### src/bsfr_pkg.sv
// ----------------------------------------------------------------------------
// Base status frame receiver package
// Shared frame constants, status codes and the result record.
// ----------------------------------------------------------------------------
package bsfr_pkg;

    localparam int unsigned FRAME_LEN   = 22;
    localparam int unsigned STORE_LEN   = FRAME_LEN - 1;
    localparam int unsigned INDEX_W     = 5;
    localparam logic [7:0]  HEAD_BYTE   = 8'h23;
    localparam logic [7:0]  TAIL_BYTE   = 8'h32;
    localparam logic [INDEX_W-1:0] LAST_POS  = INDEX_W'(FRAME_LEN - 1);
    localparam logic [INDEX_W-1:0] CHECK_POS = INDEX_W'(FRAME_LEN - 2);
    localparam int unsigned RESULT_W    = 168;

    typedef enum logic [1:0] {
        STATUS_GOOD     = 2'd0,
        STATUS_FRAMING  = 2'd1,
        STATUS_CHECKSUM = 2'd2
    } frame_status_t;

    typedef struct packed {
        logic [15:0] fault_count;
        logic [7:0]  state_flags;
        logic [15:0] heading_offset;
        logic [31:0] right_delta;
        logic [31:0] left_delta;
        logic [7:0]  battery_level;
        logic [7:0]  bumper_bits;
        logic [47:0] ultrasonic_bytes;
    } result_data_t;

endpackage

### src/base_status_frame_receiver_unit.sv
// ----------------------------------------------------------------------------
// Base status frame receiver
// Assembles 22-byte base status frames, checks head, tail and checksum, and
// reports sensor bytes, encoder deltas, relative heading and a fault count.
// ----------------------------------------------------------------------------
//
//  Channel   Direction  Width  Content
//  s_axis    in         8 + 1  tdata: rx_byte; tuser: frame_start
//  m_axis    out      168 + 2  tdata: result fields; tuser: frame_status
//
// One byte is taken in every cycle while s_tready is high; the result of the
// byte that closes or aborts a frame goes to an output register, or to a skid
// register while m_axis stalls; s_tready drops only when both are full.
// rst_n clears the frame position, the encoder and heading history and the
// fault count; stored frame bytes are always written before they are read.
module base_status_frame_receiver_unit
    import bsfr_pkg::*;
(
    input  logic                clk,
    input  logic                rst_n,
    input  logic                s_tvalid,
    output logic                s_tready,
    input  logic [7:0]          s_tdata,   // [7:0] rx_byte
    input  logic                s_tuser,   // [0] frame_start
    output logic                m_tvalid,
    input  logic                m_tready,
    // [47:0] ultrasonic_bytes, [55:48] bumper_bits, [63:56] battery_level,
    // [95:64] left_delta, [127:96] right_delta, [143:128] heading_offset,
    // [151:144] state_flags, [167:152] fault_count
    output logic [RESULT_W-1:0] m_tdata,
    output logic [1:0]          m_tuser    // [1:0] frame_status
);

    logic [INDEX_W-1:0] byte_index_reg, byte_index_next;
    logic [7:0]         frame_store_reg [STORE_LEN];
    logic [7:0]         running_sum_reg, running_sum_next;
    logic [1:0]         good_frames_reg, good_frames_next;
    logic [31:0]        prev_left_reg, prev_left_next;
    logic [31:0]        prev_right_reg, prev_right_next;
    logic [31:0]        left_hold_reg, left_hold_next;
    logic [31:0]        right_hold_reg, right_hold_next;
    logic [15:0]        heading_zero_reg, heading_zero_next;
    logic [15:0]        fault_total_reg, fault_total_next;

    logic               out_valid_reg, out_valid_next;
    result_data_t       out_data_reg, out_data_next;
    frame_status_t      out_status_reg, out_status_next;
    logic               skid_valid_reg, skid_valid_next;
    result_data_t       skid_data_reg, skid_data_next;
    frame_status_t      skid_status_reg, skid_status_next;

    logic               in_accept;
    logic               store_en;
    logic               res_valid;
    result_data_t       res_data;
    frame_status_t      res_status;
    frame_status_t      check_status;
    logic [31:0]        left_word;
    logic [31:0]        right_word;
    logic [15:0]        heading_word;
    logic [15:0]        fault_inc;

    assign s_tready  = !skid_valid_reg;
    assign in_accept = s_tvalid && s_tready;
    assign m_tvalid  = out_valid_reg;
    assign m_tdata   = out_data_reg;
    assign m_tuser   = out_status_reg;

    assign left_word    = {frame_store_reg[9], frame_store_reg[10],
                           frame_store_reg[11], frame_store_reg[12]};
    assign right_word   = {frame_store_reg[13], frame_store_reg[14],
                           frame_store_reg[15], frame_store_reg[16]};
    assign heading_word = {frame_store_reg[17], frame_store_reg[18]};
    assign fault_inc    = fault_total_reg + 16'd1;

    always_comb
    begin
        if (frame_store_reg[0] != HEAD_BYTE || s_tdata != TAIL_BYTE)
        begin
            check_status = STATUS_FRAMING;
        end
        else if (frame_store_reg[CHECK_POS] != running_sum_reg)
        begin
            check_status = STATUS_CHECKSUM;
        end
        else
        begin
            check_status = STATUS_GOOD;
        end
    end

    always_comb
    begin
        byte_index_next   = byte_index_reg;
        running_sum_next  = running_sum_reg;
        good_frames_next  = good_frames_reg;
        prev_left_next    = prev_left_reg;
        prev_right_next   = prev_right_reg;
        left_hold_next    = left_hold_reg;
        right_hold_next   = right_hold_reg;
        heading_zero_next = heading_zero_reg;
        fault_total_next  = fault_total_reg;
        store_en          = 1'b0;
        res_valid         = 1'b0;
        res_status        = STATUS_FRAMING;
        res_data          = '0;
        res_data.fault_count = fault_inc;

        if (in_accept)
        begin
            if (s_tuser)
            begin
                if (byte_index_reg != '0)
                begin
                    res_valid        = 1'b1;
                    fault_total_next = fault_inc;
                end
                store_en         = 1'b1;
                running_sum_next = '0;
                byte_index_next  = INDEX_W'(1);
            end
            else if (byte_index_reg == '0 || byte_index_reg > LAST_POS)
            begin
                byte_index_next = '0;
            end
            else if (byte_index_reg != LAST_POS)
            begin
                store_en        = 1'b1;
                byte_index_next = byte_index_reg + INDEX_W'(1);
                if (byte_index_reg != CHECK_POS)
                begin
                    running_sum_next = running_sum_reg + s_tdata;
                end
            end
            else
            begin
                byte_index_next = '0;
                res_valid       = 1'b1;
                res_status      = check_status;
                if (check_status != STATUS_GOOD)
                begin
                    fault_total_next = fault_inc;
                end
                else
                begin
                    if (good_frames_reg == 2'd2)
                    begin
                        left_hold_next  = left_word - prev_left_reg;
                        right_hold_next = prev_right_reg - right_word;
                    end
                    prev_left_next  = left_word;
                    prev_right_next = right_word;
                    if (good_frames_reg == 2'd0)
                    begin
                        heading_zero_next       = heading_word;
                        res_data.heading_offset = '0;
                    end
                    else
                    begin
                        res_data.heading_offset = heading_word - heading_zero_reg;
                    end
                    if (good_frames_reg != 2'd2)
                    begin
                        good_frames_next = good_frames_reg + 2'd1;
                    end
                    res_data.ultrasonic_bytes = {frame_store_reg[1], frame_store_reg[2],
                                                 frame_store_reg[3], frame_store_reg[4],
                                                 frame_store_reg[5], frame_store_reg[6]};
                    res_data.bumper_bits   = frame_store_reg[7];
                    res_data.battery_level = frame_store_reg[8];
                    res_data.left_delta    = left_hold_next;
                    res_data.right_delta   = right_hold_next;
                    res_data.state_flags   = frame_store_reg[19];
                    res_data.fault_count   = fault_total_reg;
                end
            end
        end
    end

    always_comb
    begin
        out_valid_next   = out_valid_reg;
        out_data_next    = out_data_reg;
        out_status_next  = out_status_reg;
        skid_valid_next  = skid_valid_reg;
        skid_data_next   = skid_data_reg;
        skid_status_next = skid_status_reg;

        if (!out_valid_reg || m_tready)
        begin
            if (skid_valid_reg)
            begin
                out_valid_next   = 1'b1;
                out_data_next    = skid_data_reg;
                out_status_next  = skid_status_reg;
                skid_valid_next  = res_valid;
                skid_data_next   = res_data;
                skid_status_next = res_status;
            end
            else
            begin
                out_valid_next  = res_valid;
                out_data_next   = res_data;
                out_status_next = res_status;
            end
        end
        else if (res_valid)
        begin
            skid_valid_next  = 1'b1;
            skid_data_next   = res_data;
            skid_status_next = res_status;
        end
    end

    always_ff @(posedge clk or negedge rst_n)
    begin
        if (!rst_n)
        begin
            byte_index_reg   <= '0;
            running_sum_reg  <= '0;
            good_frames_reg  <= '0;
            prev_left_reg    <= '0;
            prev_right_reg   <= '0;
            left_hold_reg    <= '0;
            right_hold_reg   <= '0;
            heading_zero_reg <= '0;
            fault_total_reg  <= '0;
            out_valid_reg    <= 1'b0;
            skid_valid_reg   <= 1'b0;
        end
        else
        begin
            byte_index_reg   <= byte_index_next;
            running_sum_reg  <= running_sum_next;
            good_frames_reg  <= good_frames_next;
            prev_left_reg    <= prev_left_next;
            prev_right_reg   <= prev_right_next;
            left_hold_reg    <= left_hold_next;
            right_hold_reg   <= right_hold_next;
            heading_zero_reg <= heading_zero_next;
            fault_total_reg  <= fault_total_next;
            out_valid_reg    <= out_valid_next;
            skid_valid_reg   <= skid_valid_next;
        end
    end

    always_ff @(posedge clk)
    begin
        out_data_reg    <= out_data_next;
        out_status_reg  <= out_status_next;
        skid_data_reg   <= skid_data_next;
        skid_status_reg <= skid_status_next;
        if (store_en)
        begin
            if (s_tuser)
            begin
                frame_store_reg[0] <= s_tdata;
            end
            else
            begin
                frame_store_reg[byte_index_reg] <= s_tdata;
            end
        end
    end

endmodule

### config.mk
export PLATFORM = sky130hd
export DESIGN_NAME = base_status_frame_receiver_unit
export DESIGN_NICKNAME = d
export VERILOG_FILES = /design/src/bsfr_pkg.sv /design/src/base_status_frame_receiver_unit.sv
export SDC_FILE = /design/constraint.sdc
export NUM_CORES = 1
export LEC_CHECK = 0
export BUFFER_PORTS_ARGS = -buffer_cell sky130_fd_sc_hd__buf_2
export CAP_MARGIN = 25
export CORE_MARGIN = 5
export CORE_UTILIZATION = 58
export DETAILED_ROUTE_END_ITERATION = 16
export GPL_TIMING_DRIVEN = 0
export PLACE_DENSITY = 0.85
export SYNTH_ARGS = -nofsm -noshare
export SYNTH_HDL_FRONTEND = slang
export SYNTH_SLANG_ARGS = --single-unit
### constraint.sdc
create_clock -name clk -period 26 [get_ports clk]
set_input_delay 1.3 -clock clk [delete_from_list [all_inputs] [get_ports clk]]
set_output_delay 1.3 -clock clk [all_outputs]
set_load 0.005 [all_outputs]
## Word level (Yosys, flattened, before mapping)

Memory sizes are Yosys's and may differ from the RTL's.
Index checks and enable logic that the tools add are counted.

| word-level totals | value |
|---|---|
| logic and storage cells | 130 |
| bits in registers | 517 |
| RAM bits | 168 |
| memories | 1 |
| output and inout bits | 172 |

Memories:

| name | depth | width | rd ports | clocked after Yosys merged registers in | write ports | line | RTL |
|---|---|---|---|---|---|---|---|
| frame_store_reg | 21 | 8 | 21 | 0 | 1 | base_status_frame_receiver_unit.sv:35 | `logic [7:0] frame_store_reg [STORE_LEN];` |

| cells by class | value |
|---|---|
| eq/ne operators | 11 |
| $lt $le $gt $ge | 1 |
| add/subtract/negate cells | 7 |
| multiplexer cells | 56 |
| reduce and logical (&&, ||, !) cells | 21 |
| bitwise logic cells | 4 |

Operators with widths:

| kind | count |
|---|---|
| $mux 168 | 9 |
| $mux 16 | 6 |
| $mux 32 | 2 |
| $sub 32x32->32 | 2 |
| $mux 8 | 5 |
| $mux 1 | 20 |
| $mux 2 | 10 |
| $mux 5 | 4 |
| $add 16x1->16 const B | 1 |
| $ne 8x6->1 const B | 2 |
| $sub 16x16->16 | 1 |
| $reduce_and 6->1 | 2 |
| $ne 5x5->1 const B | 2 |
| $reduce_and 5->1 | 2 |
| $reduce_bool 2->1 | 5 |
| $add 8x8->8 | 1 |
| $ne 2x2->1 const B | 4 |
| $ne 8x8->1 | 1 |
| $reduce_or 8->1 | 1 |
| $add 5x1->5 const B | 1 |
| $gt 5x5->1 const B | 1 |
| $logic_not 5->1 | 1 |
| $reduce_bool 5->1 | 1 |
| $not 1->1 | 4 |
| other kinds (9) | 12 |

## Depth between registers and ports, before layout

Gate-level depths: netlist of the first run.

| logic depth | value |
|---|---|
| depth after elaboration | 11 |
| mapped depth | 13 |
| mapped depth without buffers | 13 |

## Worst setup path before layout of the first run

No wires, ideal clock.

| path | value |
|---|---|
| path kind | input to register |
| start point | input port m_tready |
| end point | register skid_data_reg[0] (netlist bit), enable pin |
| path slack | 6.316 ns |
| setup time | 0.948 ns |
| stages | 2 |
| data arrival time | 18.736 ns |
| buffers on the path | 0 |
| cell sequence | nand2b_1 > o31ai_1 |

| between the ends | value |
|---|---|
| longest elaborated chain between the ends | 3 |
| elaborated cells on any way between the ends | 4 |
| classes of those cells | eq/ne: 1; reduce/logical: 3 |

Ends and longest elaborated chain:

| element | line | RTL |
|---|---|---|
| start, declared | base_status_frame_receiver_unit.sv:26 | `input logic m_tready,` |
| $logic_or 1x1->1 * | base_status_frame_receiver_unit.sv:189 | `if (!out_valid_reg \|\| m_tready)` |
| $ne 2x2->1 (no source line) or $reduce_bool 2->1 (tied branches) | n/a |  |
| $reduce_and 2->1 (no source line) * | n/a |  |
| end signal, assigned | base_status_frame_receiver_unit.sv:251 | `skid_data_reg <= skid_data_next;` |
| end, declared | base_status_frame_receiver_unit.sv:49 | `result_data_t skid_data_reg, skid_data_next;` |

Every way passes the cells marked *; elsewhere a longest branch is shown, timed or not.
A chain may end at the register's enable or synchronous reset.

## Worst setup path in the final report of the first run

| path | value |
|---|---|
| start point | input port s_tdata[4] |
| end point | register prev_left_reg[25] |

| between the ends | value |
|---|---|
| longest elaborated chain between the ends | 6 |

Ends and longest elaborated chain:

| element | line | RTL |
|---|---|---|
| start, declared | base_status_frame_receiver_unit.sv:23 | `input logic [7:0] s_tdata,` |
| $ne 8x6->1 | base_status_frame_receiver_unit.sv:78 | `if (frame_store_reg[0] != HEAD_BYTE \|\| s_tdata != TAIL_BYTE)` |
| $logic_or 1x1->1 | base_status_frame_receiver_unit.sv:78 |  |
| $mux 2 | base_status_frame_receiver_unit.sv:78 |  |
| $reduce_bool 2->1 | base_status_frame_receiver_unit.sv:140 | `if (check_status != STATUS_GOOD)` |
| $not 1->1 (no source line) | n/a |  |
| $reduce_and 5->1 (no source line) | n/a |  |
| end signal, assigned | base_status_frame_receiver_unit.sv:236 | `prev_left_reg <= prev_left_next;` |
| end, declared | base_status_frame_receiver_unit.sv:38 | `logic [31:0] prev_left_reg, prev_left_next;` |

Every way passes these cells.

==> reports/results.ini, run 1 <==
[detailed_routing]
viasPerCell=5.922
route.top_layer_used=met4
wl_met3_mm=5.580
met1_length_mm=28.63
drt-total-wl_mm=73.65
wire_per_inst_um=21.52
wl_met2_mm=36.15
ant_nets=0
drt_first_pass_iters=5
vias=20270
dr.first_iter.drc_count=2355
drc_errors=0

[yosys]
synth_area_leaders=edfxtp_1 (50%), dfrtp_1 (15%), nand2_1 (4.2%)
synth_top_cell_area_share=0.5045
synth_top_area_cell=edfxtp_1
async_reset_ff_frac=0.2584
synth_ff_type=edfxtp_1
synth-seq-cells=685
synth_edf_count=508
synth_area_sq_mm=0.03024
yosysUniqueCellTypes=69
yosys_warnings=0
synth_cells=2410
ys_seq_area_frac=0.6510
synth.net_count=2519
avgSynthCellArea_sq_um=12.55

[setup_path]
r2r-end=m_tdata[92]$_DFFE_PP_
critPathKind=in2reg
reg2reg_slack_ns=22.13
critPathRequiredTime_ns=26.52
r2r-start=frame_store_reg[12][0]$_DFFE_PP_
cp-end-kind=flip-flop
arrival_ns=4.95
worstPathMaxFanout=23
reg2regPathDepth=13
cp-start-kind=input port

[clock_tree]
hold_buffers=0
clock_path_buffers=3
cts_tree=yes
cts_root_buf=clkbuf_16
cts-buffers-inserted=70
post_cts_buffers=0
clock-sinks=685
worstSkewPairLatency_ns=0.62
cts_resized=0
path_clk_slew_ns=0.06
htree_levels=3

[floorplan]
num_rows=83
dieWidth_um=238.3
die-area_sq_mm=0.05680
initial_core_util=0.5870
coreArea_sq_mm=0.05151
die_h_um=238.3
io_pins=185

[pwr]
cellLeakagePower_nw=15.80
p_sw_frac=0.2272
power.switching_uw=556.9
p_clk_frac=0.413
seq_power_share=0.517
combPwrFrac=0.070
internal_power_mw=1.894
power_density_mw_per_mm2=70.69
peakVddDrop_v=0.00005411
fin_total_pwr_mw=2.451

[global_route]
overflow=0
grt_pass1_vias=20350
grt_max_degree=120
antenna_found_initial=4
grt_first_pass_wirelength_mm=114.3
track_usage=0.2568

[place]
pre_cts_ws_ns=21.03
gp_congestion=0.9005
portBuffers=184
place_hpwl_mm=49.13

[final_layout]
final_cell_mix=edfxtp_1 (508), nand2_1 (342), buf_2 (205), dfrtp_1 (177), a21o_1 (167)
drive_gt1_frac=0.1441
syn_to_final_growth_pct=14.70
fin_nets=2793
final_common_cell=edfxtp_1

[sta]
fmax_ghz=0.2255
worstMarginPinSlew_ns=1.037
slew_headroom=0.3088
setup_viol=0
fin_skew_ns=0.02100
period_share=0.1705
slew_viol_final=0
rsz0062_at_grt=no
setup_ws_ns=21.57
hold-worst-slack_ns=0.4695
finalWorstPathRequiredPeriod_ns=4.434
finalHoldViolCount=0

[min_path]
hold_depth=2
hp-start=right_hold_reg[17]$_DFFE_PN0P_
hold_end=right_hold_reg[17]$_DFFE_PN0P_
worstHoldPathType=reg2reg

[status]
status=finished, final reports clean

[flow_run]
max_cap_viol_count=0

stage by stage:
| stage | util | instances | instance area, sq um | setup TNS [ns] |
|---|---|---|---|---|
| floorplan | - | 2410 | 30240 | 0 |
| global placement | 0.6214 | 3274 | 32010 | -985.37 |
| detailed placement | 0.6277 | 3290 | 32330 | 0 |
| CTS | 0.6730 | 3420 | 34660 | 0 |
| global route | 0.6732 | 3422 | 34680 | 0 |
| finish | 0.6733 | 3423 | 34680 | 0 |
Yosys cell counts (3+ instances only):
cell type	number
a211o_1	3
a22o_1	9
o31a_1	3
ha_1	92
edfxtp_1	508
buf_1	7
xor2_1	35
or3_1	6
o21ai_1	10
inv_1	112
o211ai_1	9
nand2b_1	14
a221oi_2	3
dfrtp_1	177
and2_1	84
fa_1	4
and3_1	13
o31ai_1	7
nand2_1	342
a221o_1	10
a31oi_1	12
nand4_1	21
a211oi_1	6
clkbuf_1	74
or2_2	6
nor4_1	3
o21ai_0	127
mux2_2	37
nor2_1	140
o21a_1	19
a21o_1	167
mux2i_1	40
nor3_1	15
buf_2	20
a22oi_1	6
nor3b_1	5
o21bai_1	10
a31o_2	4
a41oi_1	3
xnor2_1	75
nor2b_1	25
a21oi_1	85
nand3_1	30
routing by layer:
metal  GRT usage  vias to the layer above
li1            -                     9157
met1      0.3386                    10000
met2      0.4284                      926
met3     0.03756                      188
met4      0.1151                        0
met5           0                        -
kinds of logic after synthesis:
| logic type | share of synthesized area |
|---|---|
| buffers and inverters | 0.02764 |
| flip-flops | 0.6510 |
| AO/OA/AOI/OAI | 0.1146 |
| AND/OR/NAND/NOR | 0.1071 |
| XOR/XNOR | 0.03186 |
| multiplexers | 0.02702 |
| adder cells (fa/ha/maj) | 0.04072 |
worst max-delay path: stages:
cell,delay (ns)
buf_2,0.65
nor4bb_1,0.49
nand4_1,0.27
nor3_2,0.80
buf_2,0.50
buf_2,0.39
buf_2,0.34
nand2_1,0.09
o21ai_0,0.09
area by class of cell:
cell class                      instances  area (sq um)
Antenna cell                            1         2.502
Sequential cell                       685         19680
Fill cell                            3487         16830
Inverter                              113         424.2
Timing Repair Buffer                  202          1236
Clock buffer                           97          1946
Clock inverter                         33         387.9
Tap cell                              680         850.8
Multi-Input combinational cell       1510          9737
Buffer                                102         411.6
how the worst max path moves through the flow:
stage / slack [ns] / from / end
floorplan: 6.32 / m_tready / skid_data_reg[0]$_DFFE_PP_
detailed placement: 21.03 / s_tdata[4] / prev_left_reg[25]$_DFFE_PN0P_
finish: 21.57 / s_tdata[4] / prev_left_reg[25]$_DFFE_PN0P_
global route: 21.44 / s_tdata[4] / prev_left_reg[25]$_DFFE_PN0P_
global placement: -5.82 / m_tready / skid_data_reg[109]$_DFFE_PP_
CTS: 21.74 / s_tdata[4] / prev_left_reg[25]$_DFFE_PN0P_
power by group through the flow:
stage               combinational [mW]  sequential, mW  clock [mW]
finish                           0.171            1.27        1.01
global route                     0.184            1.27        1.07
CTS                              0.172            1.27        1.02
detailed placement               0.168            1.29           0
global placement                 0.152            1.31           0
floorplan                       0.0745            1.30           0
(Power assumes the default switching activity.)
==> inputs of run 2 (changes only) <==
clock period = 4.5 ns   (was 26 ns; I/O delays follow)
==> run 2 against run 1 <==
Via count is 0.52% higher; clock power grew to 5.6 times the previous value; die area unchanged; utilization shrank 0.17 points; wire length increased by 2.1%; non-clock buffer count is the same; clock-buffer cell count unchanged; setup slack got worse by 21 ns; register-to-register slack worse by 21 ns; total power grew to 5.7 times the previous value; critical path type is now reg2reg; sequential cell count unchanged.
==> reports/results.ini, run 2 (synthesis results as in run 1) <==
[sta]
fin_skew_ns=0.02185
period_share=0.8332
setup_ws_ns=0.7505
worstMarginPinSlew_ns=1.050
slew_headroom=0.2999
fmax_ghz=0.2667
rsz0062_at_grt=no
finalWorstPathRequiredPeriod_ns=3.749
slew_viol_final=0
setup_viol=0
finalHoldViolCount=0

[place]
portBuffers=184
pre_cts_ws_ns=0.6620
gp_congestion=0.9009
place_hpwl_mm=50.28

[pwr]
power_density_mw_per_mm2=402.8
seq_power_share=0.526
p_sw_frac=0.2272
cellLeakagePower_nw=15.73
p_clk_frac=0.403
peakVddDrop_v=0.0002889
combPwrFrac=0.072
fin_total_pwr_mw=13.93
power.switching_mw=3.165
internal_power_mw=10.77

[clock_tree]
clock_path_buffers=3
post_cts_buffers=0
cts_tree=yes
worstSkewPairLatency_ns=0.62
clock-sinks=685
path_clk_slew_ns=0.07
htree_levels=3
cts_root_buf=clkbuf_16
cts_resized=0
cts-buffers-inserted=68

[floorplan]
coreArea_sq_mm=0.05151
io_pins=185
initial_core_util=0.5870
die-area_sq_mm=0.05680
die_h_um=238.3
num_rows=83
dieWidth_um=238.3

[global_route]
track_usage=0.2591
antenna_found_initial=0
grt_pass1_vias=20580
overflow=0
grt_first_pass_wirelength_mm=115.2
grt_max_degree=100

[final_layout]
fin_nets=2791
multi_input_area_sq_mm=0.009737
final_common_cell=edfxtp_1
drive_gt1_frac=0.1401
regArea_sq_mm=0.01968
final_cell_mix=edfxtp_1 (508), nand2_1 (342), buf_2 (204), dfrtp_1 (177), a21o_1 (167)
syn_to_final_growth_pct=14.40
final.fill_count=3551
antenna_cells=0

[setup_path]
cp-start-kind=flip-flop
arrival_ns=4.27
cp-end-kind=flip-flop
critPathKind=reg2reg
critPathRequiredTime_ns=5.02
worstPathMaxFanout=10

[flow_run]
max_cap_viol_count=0

[detailed_routing]
vias=20380
ant_nets=0
viasPerCell=5.971
drc_errors=0
wire_per_inst_um=22.03
dr.first_iter.drc_count=2209
drt_first_pass_iters=6
drt-total-wl_mm=75.18

[status]
status=finished, final reports clean

[min_path]
worstHoldPathType=in2reg

-- run 2: through the flow --
stage          instances  hold slack, ns  setup TNS, ns  cell area, sq um  utilization
6_report            3413          0.1635              0             34590       0.6715
5_1_grt             3413          0.2030              0             34590       0.6715
4_1_cts             3413          0.1127              0             34590       0.6715
3_5_place_dp        3290          0.2710              0             32360       0.6283
3_3_place_gp        3274          0.4456       -2780.06             32010       0.6215
2_1_floorplan       2410        -0.07059       -1766.00             30240            -
-- run 2: area by class of cell --
type / count / share of cell area
inverters: 113 / 0.01226
clock inverters: 24 / 0.008537
repair buffers: 202 / 0.03682
clock buffers: 97 / 0.05531
plain buffers: 102 / 0.01190
multi-input cells: 1510 / 0.2815
flip-flops and latches: 685 / 0.5691
well taps: 680 / 0.02460
-- run 2: worst max-delay path, cell delays in order (launching register included) --
cell     delay [ns]
dfrtp_1        0.51
inv_1          0.16
ha_1           0.25
nor4b_1        0.18
nor2_1         0.16
nand3_1        0.16
nor3_2         0.82
buf_2          0.48
buf_2          0.39
buf_2          0.34
nand2_1        0.11
o21ai_0        0.08
-- run 2: routing by layer --
metal / track usage / part of all wire / vias to the layer above
met5: 0 / 0 / -
met4: 0.1188 / 0.046 / 0
met3: 0.03571 / 0.071 / 200
met2: 0.4411 / 0.50 / 962
met1: 0.3339 / 0.38 / 10060
li1: - / - / 9160
-- run 2: power groups by stage --
stage	combinational, mW	clock, mW	sequential, mW
finish	0.998	5.61	7.32
global route	1.07	5.95	7.34
CTS	1.00	5.68	7.32
detailed placement	0.988	0	7.45
global placement	0.877	0	7.52
floorplan	0.431	0	7.48
-- run 2: timing repair --
item / in CTS / in global routing
endpoints found under the hold margin: 79 / 0
hold buffers: 2 / 0
setup endpoints to repair: 0 / 0
-- run 2: path summary, 6_finish.rpt --
path	from	end	slack, ns	cells after the start
worst max-delay path	byte_index_reg[0]$_DFFE_PN0P_	prev_left_reg[27]$_DFFE_PN0P_	0.75	11
worst min-delay path	s_tuser	m_tvalid$_DFFE_PN0P_	0.16	5
worst max register to register	byte_index_reg[0]$_DFFE_PN0P_	prev_left_reg[27]$_DFFE_PN0P_	0.75	11
worst min register to register	right_hold_reg[13]$_DFFE_PN0P_	right_hold_reg[13]$_DFFE_PN0P_	0.47	2
max in group asynchronous	rst_n	heading_zero_reg[11]$_DFFE_PN0P_	3.35	3
min in group asynchronous	rst_n	left_hold_reg[16]$_DFFE_PN0P_	0.20	2
